===== src/keyed_ttl_table_with_oldest_eviction_unit_defines.svh =====
// assertion helpers for the table unit
`ifndef KEYED_TTL_TABLE_WITH_OLDEST_EVICTION_UNIT_DEFINES_SVH
`define KEYED_TTL_TABLE_WITH_OLDEST_EVICTION_UNIT_DEFINES_SVH

// antecedent implies consequent in the same cycle
`define KTTL_ASSERT_SAME(label, ante, cons, msg) \
  label: assert property (@(posedge clk) disable iff (rst) (ante) |-> (cons)) else $error(msg);

// antecedent implies consequent in the next cycle
`define KTTL_ASSERT_NEXT(label, ante, cons, msg) \
  label: assert property (@(posedge clk) disable iff (rst) (ante) |=> (cons)) else $error(msg);

`endif


===== src/kttl_pkg.sv =====
package kttl_pkg;

  localparam int MAX_ENTRIES = 256;
  localparam int IDX_W       = 8;
  localparam int CNT_W       = 9;
  localparam logic [31:0] MIN_HOLD_MS = 32'd30000;

  // actions
  localparam logic [1:0] ACT_SUBMIT = 2'd0;
  localparam logic [1:0] ACT_SWEEP  = 2'd1;
  localparam logic [1:0] ACT_CLEAR  = 2'd2;

  // result status codes
  localparam logic [2:0] ST_REJECTED = 3'd0;
  localparam logic [2:0] ST_UPDATED  = 3'd1;
  localparam logic [2:0] ST_INSERTED = 3'd2;
  localparam logic [2:0] ST_SWEPT    = 3'd3;
  localparam logic [2:0] ST_CLEARED  = 3'd4;
  localparam logic [2:0] ST_FULL     = 3'd5;

  // register indexes
  localparam logic [1:0] REG_CAPACITY    = 2'd0;
  localparam logic [1:0] REG_LIFETIME    = 2'd1;
  localparam logic [1:0] REG_SWEEP_LIMIT = 2'd2;

  typedef struct packed {
    logic [1:0]         action;
    logic [31:0]        entity_key;
    logic [31:0]        now_ms;
    logic               geometry_ok;
    logic               has_expiry;
    logic signed [31:0] remaining_ms;
  } in_t;

  typedef struct packed {
    logic [2:0]       status;
    logic [IDX_W-1:0] entry_index;
    logic [CNT_W-1:0] removed_count;
    logic [CNT_W-1:0] occupancy;
  } out_t;

  typedef struct packed {
    logic [CNT_W-1:0] capacity;
    logic [31:0]      lifetime_ms;
    logic [CNT_W-1:0] sweep_limit;
  } cfg_t;

  typedef struct packed {
    logic [31:0] key;
    logic [31:0] last_seen_ms;
    logic [31:0] expiry_ms;
    logic        has_expiry;
  } entry_t;

  // expiry time with minimum hold, saturated
  function automatic logic [31:0] expiry_of(logic [31:0] now, logic signed [31:0] rem);
    logic [31:0] hold;
    logic [32:0] sum;
    hold = (rem < $signed(MIN_HOLD_MS)) ? MIN_HOLD_MS : rem;
    sum  = {1'b0, now} + {1'b0, hold};
    return sum[32] ? 32'hFFFF_FFFF : sum[31:0];
  endfunction

  function automatic logic is_expired(entry_t e, logic [31:0] now, logic [31:0] life);
    logic [31:0] age;
    age = now - e.last_seen_ms;
    if (e.has_expiry) return now > e.expiry_ms;
    return (now > e.last_seen_ms) && (age > life);
  endfunction

endpackage


===== src/kttl_ctrl.sv =====
module kttl_ctrl import kttl_pkg::*; (
  input  logic                clk,
  input  logic                rst,
  input  logic                start,
  output logic                busy,
  input  in_t                 request,
  input  cfg_t                cfg,
  output logic                done,
  output out_t                result,
  output logic                ram_we,
  output logic [IDX_W-1:0]    ram_waddr,
  output entry_t              ram_wdata,
  output logic [IDX_W-1:0]    ram_raddr,
  input  entry_t              ram_rdata
);

  localparam logic [3:0] S_IDLE    = 4'd0;
  localparam logic [3:0] S_KEY_RD  = 4'd1;
  localparam logic [3:0] S_KEY_CMP = 4'd2;
  localparam logic [3:0] S_EV_CHK  = 4'd3;
  localparam logic [3:0] S_OLD_RD  = 4'd4;
  localparam logic [3:0] S_OLD_CMP = 4'd5;
  localparam logic [3:0] S_DROP_RD = 4'd6;
  localparam logic [3:0] S_DROP_WR = 4'd7;
  localparam logic [3:0] S_SW_CHK  = 4'd8;
  localparam logic [3:0] S_SW_RD   = 4'd9;
  localparam logic [3:0] S_SW_TST  = 4'd10;

  logic [3:0]       state;
  in_t              req;
  logic [CNT_W-1:0] count;
  logic [CNT_W-1:0] removed;
  logic [IDX_W-1:0] idx;
  logic [IDX_W-1:0] oldest;
  logic [IDX_W-1:0] drop_slot;
  logic [31:0]      min_seen;

  logic [CNT_W-1:0] evict_limit;
  logic [IDX_W-1:0] last_slot;
  logic             idx_is_last;
  logic             key_hit;
  logic             take_oldest;
  logic [IDX_W-1:0] oldest_pick;
  logic             evict_more;
  entry_t           new_entry;

  assign busy        = (state != S_IDLE);
  assign evict_limit = ((cfg.capacity >> 3) == '0) ? CNT_W'(1) : (cfg.capacity >> 3);
  assign last_slot   = IDX_W'(count - CNT_W'(1));
  assign idx_is_last = (({1'b0, idx} + CNT_W'(1)) == count);
  assign key_hit     = (ram_rdata.key == req.entity_key);
  assign take_oldest = (idx == '0) || (ram_rdata.last_seen_ms < min_seen);
  assign oldest_pick = take_oldest ? idx : oldest;
  assign evict_more  = (count >= cfg.capacity) && (count != '0) && (removed < evict_limit);

  // entry built from the pending submit
  always_comb begin
    new_entry.key          = req.entity_key;
    new_entry.last_seen_ms = req.now_ms;
    new_entry.expiry_ms    = req.has_expiry ? expiry_of(req.now_ms, req.remaining_ms) : '0;
    new_entry.has_expiry   = req.has_expiry;
  end

  // memory port control
  always_comb begin
    ram_we    = 1'b0;
    ram_waddr = idx;
    ram_wdata = new_entry;
    ram_raddr = idx;
    unique case (state)
      S_KEY_CMP: begin
        ram_we = key_hit;
      end
      S_EV_CHK: begin
        ram_waddr = count[IDX_W-1:0];
        ram_we    = !evict_more && (count != CNT_W'(MAX_ENTRIES));
      end
      S_DROP_RD: begin
        ram_raddr = last_slot;
      end
      S_DROP_WR: begin
        ram_waddr = drop_slot;
        ram_wdata = ram_rdata;
        ram_we    = (drop_slot != last_slot);
      end
      default: begin
        ram_we = 1'b0;
      end
    endcase
  end

  // sequencer
  always_ff @(posedge clk) begin
    done <= 1'b0;
    if (rst) begin
      state <= S_IDLE;
      count <= '0;
    end else begin
      unique case (state)
        S_IDLE: begin
          if (start) begin
            req     <= request;
            idx     <= '0;
            removed <= '0;
            priority if (request.action == ACT_SUBMIT && request.geometry_ok) begin
              state <= (count == '0) ? S_EV_CHK : S_KEY_RD;
            end else if (request.action == ACT_SWEEP) begin
              state <= S_SW_CHK;
            end else if (request.action == ACT_CLEAR) begin
              count  <= '0;
              done   <= 1'b1;
              result <= '{ST_CLEARED, '0, count, '0};
            end else begin
              done   <= 1'b1;
              result <= '{ST_REJECTED, '0, '0, count};
            end
          end
        end
        // key match scan
        S_KEY_RD: begin
          state <= S_KEY_CMP;
        end
        S_KEY_CMP: begin
          priority if (key_hit) begin
            done   <= 1'b1;
            result <= '{ST_UPDATED, idx, '0, count};
            state  <= S_IDLE;
          end else if (idx_is_last) begin
            state <= S_EV_CHK;
          end else begin
            idx   <= idx + IDX_W'(1);
            state <= S_KEY_RD;
          end
        end
        // evict or insert
        S_EV_CHK: begin
          priority if (evict_more) begin
            idx   <= '0;
            state <= S_OLD_RD;
          end else if (count == CNT_W'(MAX_ENTRIES)) begin
            done   <= 1'b1;
            result <= '{ST_FULL, '0, removed, count};
            state  <= S_IDLE;
          end else begin
            count  <= count + CNT_W'(1);
            done   <= 1'b1;
            result <= '{ST_INSERTED, count[IDX_W-1:0], removed, count + CNT_W'(1)};
            state  <= S_IDLE;
          end
        end
        // oldest entry scan
        S_OLD_RD: begin
          state <= S_OLD_CMP;
        end
        S_OLD_CMP: begin
          if (take_oldest) begin
            min_seen <= ram_rdata.last_seen_ms;
          end
          oldest <= oldest_pick;
          if (idx_is_last) begin
            drop_slot <= oldest_pick;
            state     <= S_DROP_RD;
          end else begin
            idx   <= idx + IDX_W'(1);
            state <= S_OLD_RD;
          end
        end
        // move last entry into the freed slot
        S_DROP_RD: begin
          state <= S_DROP_WR;
        end
        S_DROP_WR: begin
          count   <= count - CNT_W'(1);
          removed <= removed + CNT_W'(1);
          state   <= (req.action == ACT_SWEEP) ? S_SW_CHK : S_EV_CHK;
        end
        // expiry sweep
        S_SW_CHK: begin
          if (({1'b0, idx} < count) && (removed < cfg.sweep_limit)) begin
            state <= S_SW_RD;
          end else begin
            done   <= 1'b1;
            result <= '{ST_SWEPT, '0, removed, count};
            state  <= S_IDLE;
          end
        end
        S_SW_RD: begin
          state <= S_SW_TST;
        end
        S_SW_TST: begin
          priority if (is_expired(ram_rdata, req.now_ms, cfg.lifetime_ms)) begin
            drop_slot <= idx;
            state     <= S_DROP_RD;
          end else if (idx_is_last) begin
            // last entry kept, the index cannot step past the table end
            done   <= 1'b1;
            result <= '{ST_SWEPT, '0, removed, count};
            state  <= S_IDLE;
          end else begin
            idx   <= idx + IDX_W'(1);
            state <= S_SW_CHK;
          end
        end
        default: begin
          state <= S_IDLE;
        end
      endcase
    end
  end

endmodule


===== config.mk =====
export PLATFORM = sky130hd
export DESIGN_NAME = kttl_ctrl
export DESIGN_NICKNAME = d
export VERILOG_FILES = /design/src/keyed_ttl_table_with_oldest_eviction_unit_defines.svh /design/src/kttl_pkg.sv /design/src/kttl_ctrl.sv
export SDC_FILE = /design/constraint.sdc
export NUM_CORES = 1
export LEC_CHECK = 0
export BUFFER_PORTS_ARGS = -buffer_cell sky130_fd_sc_hd__clkbuf_2
export CORE_UTILIZATION = 43
export CTS_CLUSTER_DIAMETER = 60
export CTS_CLUSTER_SIZE = 12
export DETAILED_ROUTE_END_ITERATION = 10
export PLACE_DENSITY_LB_ADDON = 0.3
export SYNTH_ARGS = -nofsm -noshare
export SYNTH_HDL_FRONTEND = slang
export SYNTH_SLANG_ARGS = --single-unit

===== constraint.sdc =====
create_clock -name clk -period 10.5 [get_ports clk]
set_input_delay 0.525 -clock clk [delete_from_list [all_inputs] [get_ports clk]]
set_output_delay 0.525 -clock clk [all_outputs]
set_load 0.01 [all_outputs]

-- Yosys cells after proc, flatten, opt, wreduce, memory -nomap -nowiden
Index checks and enable logic that the tools add are counted.
- bits in registers: 207
- input bits: 250
- output and inout bits: 145
- word-level logic and storage cells: 163
- add/subtract/negate cells: 7
- magnitude comparators: 9
- eq/ne operators: 33
- mux-type cells: 67
- bitwise logic cells: 1
- reduce and logical (&&, ||, !) cells: 29
- operators by type and width (cell ; count):
    $mux W29 ; 10
    $pmux W29 S5 ; 1
    $mux W97 ; 1
    $gt A32 B32 Y1 ; 3
    $mux W32 ; 3
    $mux W8 ; 9
    $mux W9 ; 7
    $pmux W4 S11 ; 1
    $pmux W8 S5 ; 1
    $add A32 B32 Y33 ; 1
    $eq A32 B32 Y1 ; 1
    $lt A32 B16 Y1 const B ; 1
    $lt A32 B32 Y1 ; 1
    $pmux W8 S2 ; 2
    $sub A32 B32 Y32 ; 1
    $mux W4 ; 7
    $ne A2 B2 Y1 const B ; 14
    $pmux W9 S3 ; 1
    $add A9 B1 Y9 const B ; 2
    $logic_not A9 Y1 ; 2
    $pmux W9 S2 ; 1
    $eq A4 B3 Y1 const B ; 4
    $mux W1 ; 15
    $eq A4 B4 Y1 const B ; 3
    other kinds (39) ; 54

-- Longest topological paths before layout
- depth after elaboration: 8
- mapped depth: 22
- depth with buffers taken out: 22

-- Worst setup path before layout
No wires, ideal clock.
- path kind: in2reg
- start: input port ram_rdata[35] (netlist name)
- end: register result[0] (netlist name) (enable)
- library setup time: 499 ps
- data arrival time: 7071 ps
- required time: 10001 ps
- slack: 2931 ps
- stages: 20
- path buffers: 0
- path through: inv_1 ha_1 nor2b_1 o31a_1 o311a_1 a21o_1 a31oi_4 o21bai_2 a211o_1 xor2_1 ha_1 nand4_1 nor4_1 a2111oi_0 a32oi_1 a21oi_1 a22oi_1 a21o_1 nand2_2 nor4b_1
- cells in the longest elaborated chain, start to end: 8
- elaborated cells on any way between the ends: 9
- classes of those cells: add/sub (1); order compare (2); eq/ne (1); mux (3); reduce/logical (2)
- RTL lines (item ; RTL line ; source):
    from (decl) ; kttl_ctrl.sv:14 ; input entry_t ram_rdata
    $sub A32 B32 Y32 ; kttl_pkg.sv:66 ; age = now - e.last_seen_ms;
    $gt A32 B32 Y1 ; kttl_pkg.sv:68 ; return (now > e.last_seen_ms) && (age > life);
    $logic_and A1 B1 Y1 (*) ; kttl_pkg.sv:68 ;
    $mux W1 (*) ; kttl_pkg.sv:68 ;
    $mux W1 (*) ; kttl_ctrl.sv:99 ; unique case (state)
    $mux W1 (*) ; kttl_ctrl.sv:95 ; if (rst) begin
    $ne A2 B2 Y1 (no line) (*) ; -- ;
    $reduce_and A10 Y1 (no line) (*) ; -- ;
    to (signal assigned) ; kttl_ctrl.sv:112 ; result <= '{ST_CLEARED, '0, count, '0};
    to (signal assigned) ; kttl_ctrl.sv:115 ; result <= '{ST_REJECTED, '0, '0, count};
    to (signal assigned) ; kttl_ctrl.sv:126 ; result <= '{ST_UPDATED, idx, '0, count};
    to (decl) ; kttl_ctrl.sv:9 ; output out_t result,
Mark *: on every way between the ends. The rest lies on a longest branch, timed or not. The select of a mux whose other input is x is not followed.
A chain may end at the register's enable or synchronous reset.

==> flow_metrics.tcl <==
set metrics [dict create \
    outcome "completed" \
    rsz0062_at_grt "no" \
    finalSetupViolCount 0 \
    h-tree-depth 1 \
    die_w_um 200 \
    grt.total_usage_pct 26.7 \
    power_frac_comb_pct 23.6 \
    cp-endpoint "ram_wdata[5]" \
    ctsResizeCount 0 \
    nets 2709 \
    min_period_over_period_pct 62.2 \
    yosys_warnings 0 \
    portBuffers 394 \
    worstSkewPairLatency_ns 0.58 \
    synth_area_um2 16900 \
    clk_path_buf_depth 3 \
    fmax_mhz 153 \
    cts_tree "built" \
    use_met3_pct 4.75 \
    grt_max_degree 84 \
    drt_iter0_drc 1027 \
    synth_flop_cell "edfxtp_1" \
    grt_pass1_vias 15000 \
    design_area_um2 20300 \
    synth.yosys.seq_area_share_pct 36.0 \
    final_antenna_net_count 0 \
    io-pin-count 395 \
    cts_buffers 28 \
    required_ns 9.98 \
    async_reset_ff_share_pct 0 \
    avgSynthCellArea_um2 8.92 \
    finalWorstSetupSlack_ns 3.97 \
    grt_pass1_wl_mm 81.9 \
    post-route-util_pct 52.4 \
    reg2reg_depth 19 \
    p_switching_uw 783 \
    clock_skew_ns 0.0237 \
    critical-path-max-stage-delay_ns 0.73 \
    routed_wl_mm 54.5 \
    root_buffer "clkbuf_16" \
    critPathMaxFanout 31 \
    seq_power_share_pct 38.0 \
    die_h_um 200 \
    hold_buffers 0 \
    max_cap_viol_count 0 \
    top_usage_layer "met2" \
    peakVddDrop_mv 0.126 \
    start_util_pct 43.6 \
    slew_violations 0 \
    cts_sinks 207 \
    n_fill_cell 3656 \
    cp-startpoint "req[30]" \
    syn_nets 2338 \
    clk_pin_slew_worst_paths_ns 0.06 \
    yosysTopAreaCellShare_pct 34.4 \
    core-area_um2 38600 \
    remaining_drc_errors 0 \
    syn-instance-count 1890 \
    hold_violations 0 \
    rr_endpoint "drop_slot[5]" \
    critical-path-slowest-cell "nor2_4" \
    use_met2_pct 43.5 \
    finalSetupTns_ns 0 \
    yosys_register_bits 207 \
    hold_path_class "in2reg" \
    grt_use_met1_pct 34.8 \
    place_area_um2 19300 \
    worst_slew_pin_slew_ns 0.962 \
    vias_per_cell 5.56 \
    ys_top_cells_by_area "edfxtp_1 34%, ha_1 15%, nand2_1 5.6%" \
    vias 15600 \
    die-area_um2 40000 \
    globalplace.congestion 0.953 \
    dp_hpwl_mm 43.6 \
    synth-edff-count 193 \
    path_cells "nor4_1 -> nand4_1 -> nor4_1 -> o21a_1 -> ha_1 -> nor2b_1 -> ha_1 -> inv_1 -> fa_1 -> nand2b_1 -> a21oi_1 -> o41ai_2 -> a21oi_2 -> a21oi_2 -> o221a_2 -> nor2_4 -> o211ai_1 -> o21ai_0 -> clkbuf_2" \
    fin_crit_ns 6.53 \
    first_pass_iters 5 \
    worstPathArrival_ns 6.00 \
    relSlewSlack_pct 35.6 \
    drive_gt1_share_pct 22.4 \
    whs_ns 0.119 \
    worstSetupPathType "reg2out" \
    gr-total-overflow 0 \
    timing.rr.start "new_entry[44]" \
    yosysTopAreaCell "edfxtp_1" \
    cts_setup_buffers 0 \
    power.density_nw_per_um2 127 \
    antenna_found_initial 6 \
    areaGrowthSynthToFinish_pct 20.2 \
    reg2reg_setup_slack_ns 4.76 \
    netlist-cell-type-count 87 \
    clkPwrFrac_pct 38.4 \
    swShare_pct 30.5 \
    rows 72 \
    cp-end-kind "primary output" \
    p_leak_nw 9.36 \
    dp_slack_ns 4.70 \
    cp-start-kind "flip-flop" \
    wl_per_cell_um 19.4 \
    p_int_mw 1.79 \
]
## state kept, by name (all words and copies together) (netlist names)
signal,count
new_entry,65
req,34
min_seen,32
result,29
count,9
removed,9
drop_slot,8
idx,8
oldest,8
state,4
done,1
## cells in the mapped netlist (all sizes together) (15+ instances only)
cell type / count
nand2b: 22
nor2: 116
nand4: 33
edfxtp: 193
a21o: 48
ha: 196
o22ai: 21
nor2b: 37
clkbuf: 45
o211ai: 23
nor3: 27
buf: 17
nand2: 254
nand3: 39
o21ai: 161
a21oi: 123
inv: 183
xnor2: 94
a211oi: 18
nor4: 15
or2: 15
xor2: 32
## routing by layer
layer	share of wire, %	up-vias	routed length, um
met2	45	672	24500
met1	44	7262	23700
met4	4.1	8	2210
met3	7.3	125	3980
met5	0.099	-	54
li1	-	7535	-
## worst max-delay path, delay by kind of cell (launching register included)
kind | cells | cell delay [ns]
AOI/OAI and AO/OA | 8 | 1.73
adders and majority gates | 3 | 1.12
buffers and inverters | 2 | 0.26
DFF | 1 | 0.37
and+or+nand+nor | 6 | 1.94
## kinds of logic after synthesis
family                     Yosys count  share of synthesized area (%)
muxes                               25                           1.72
xor gates and xnor gates           126                           6.54
DFF                                207                           36.0
and+or+nand+nor                    592                           16.3
AOI/OAI and AO/OA                  497                           19.0
buffers and inverters              245                           5.69
adders and majority gates          198                           14.8
## cell type report
| class | count | area, um2 | share of cell area (%) |
|---|---|---|---|
| clock buffers | 35 | 758 | 3.74 |
| inverters | 183 | 687 | 3.39 |
| repair buffers | 403 | 2040 | 10.1 |
| multi-input cells | 1438 | 9860 | 48.7 |
| flip-flops and latches | 207 | 6080 | 30.0 |
| clock inverters | 17 | 191 | 0.945 |
| well taps | 518 | 648 | 3.20 |
| diodes | 3 | 7.51 | 0.0370 |
## worst min-delay path by stage
stage / startpoint / endpoint / slack (ns) / cells past startpoint
after floorplan: oldest[0] / drop_slot[0] / 0.55 / 1
after global placement: oldest[0] / drop_slot[0] / 0.56 / 1
after detailed placement: oldest[6] / drop_slot[6] / 0.57 / 1
after CTS: request[32] / new_entry[0] / 0.09 / 1
after global routing: request[32] / new_entry[0] / 0.10 / 1
final: request[32] / new_entry[0] / 0.12 / 1
## stage by stage
step	power (mW)	std cells
floorplan	1.37	1890
global placement	1.58	2749
detailed placement	1.59	2749
CTS	2.58	2801
global route	2.68	2803
finish	2.57	2804
## power groups by stage
stage | registers, mW | clock network (mW) | logic, mW
after floorplan | 0.983 | 0 | 0.387
after global placement | 0.992 | 0 | 0.588
after detailed placement | 0.993 | 0 | 0.595
after CTS | 0.976 | 1.01 | 0.601
after global routing | 0.980 | 1.03 | 0.671
final | 0.977 | 0.987 | 0.605
## cell usage in the layout, fill, tap and decap left out, drive strengths merged, types with 5 or more instances in the layout
cell	netlist	final
xnor2	94	94
ha	196	196
nand2	254	254
inv	183	190
or3	6	6
a21o	48	48
dfxtp	14	14
edfxtp	193	193
a211o	6	6
clkbuf	45	429
nor4	15	15
mux2	11	11
nor2	116	116
buf	17	9
o21a	13	13
a211oi	18	18
a31oi	14	14
mux2i	14	14
or2	15	15
o211ai	23	23
o21ai	161	161
clkinv	0	6
nor3	27	27
nor2b	37	37
a21oi	123	123
o21bai	10	10
and2	6	6
a22o	11	11
nand4	33	33
nand3	39	39
nand2b	22	22
xor2	32	32
a2111oi	5	5
and3	13	13
o22ai	21	21
Note: power is estimated with default switching activity, not from simulation.
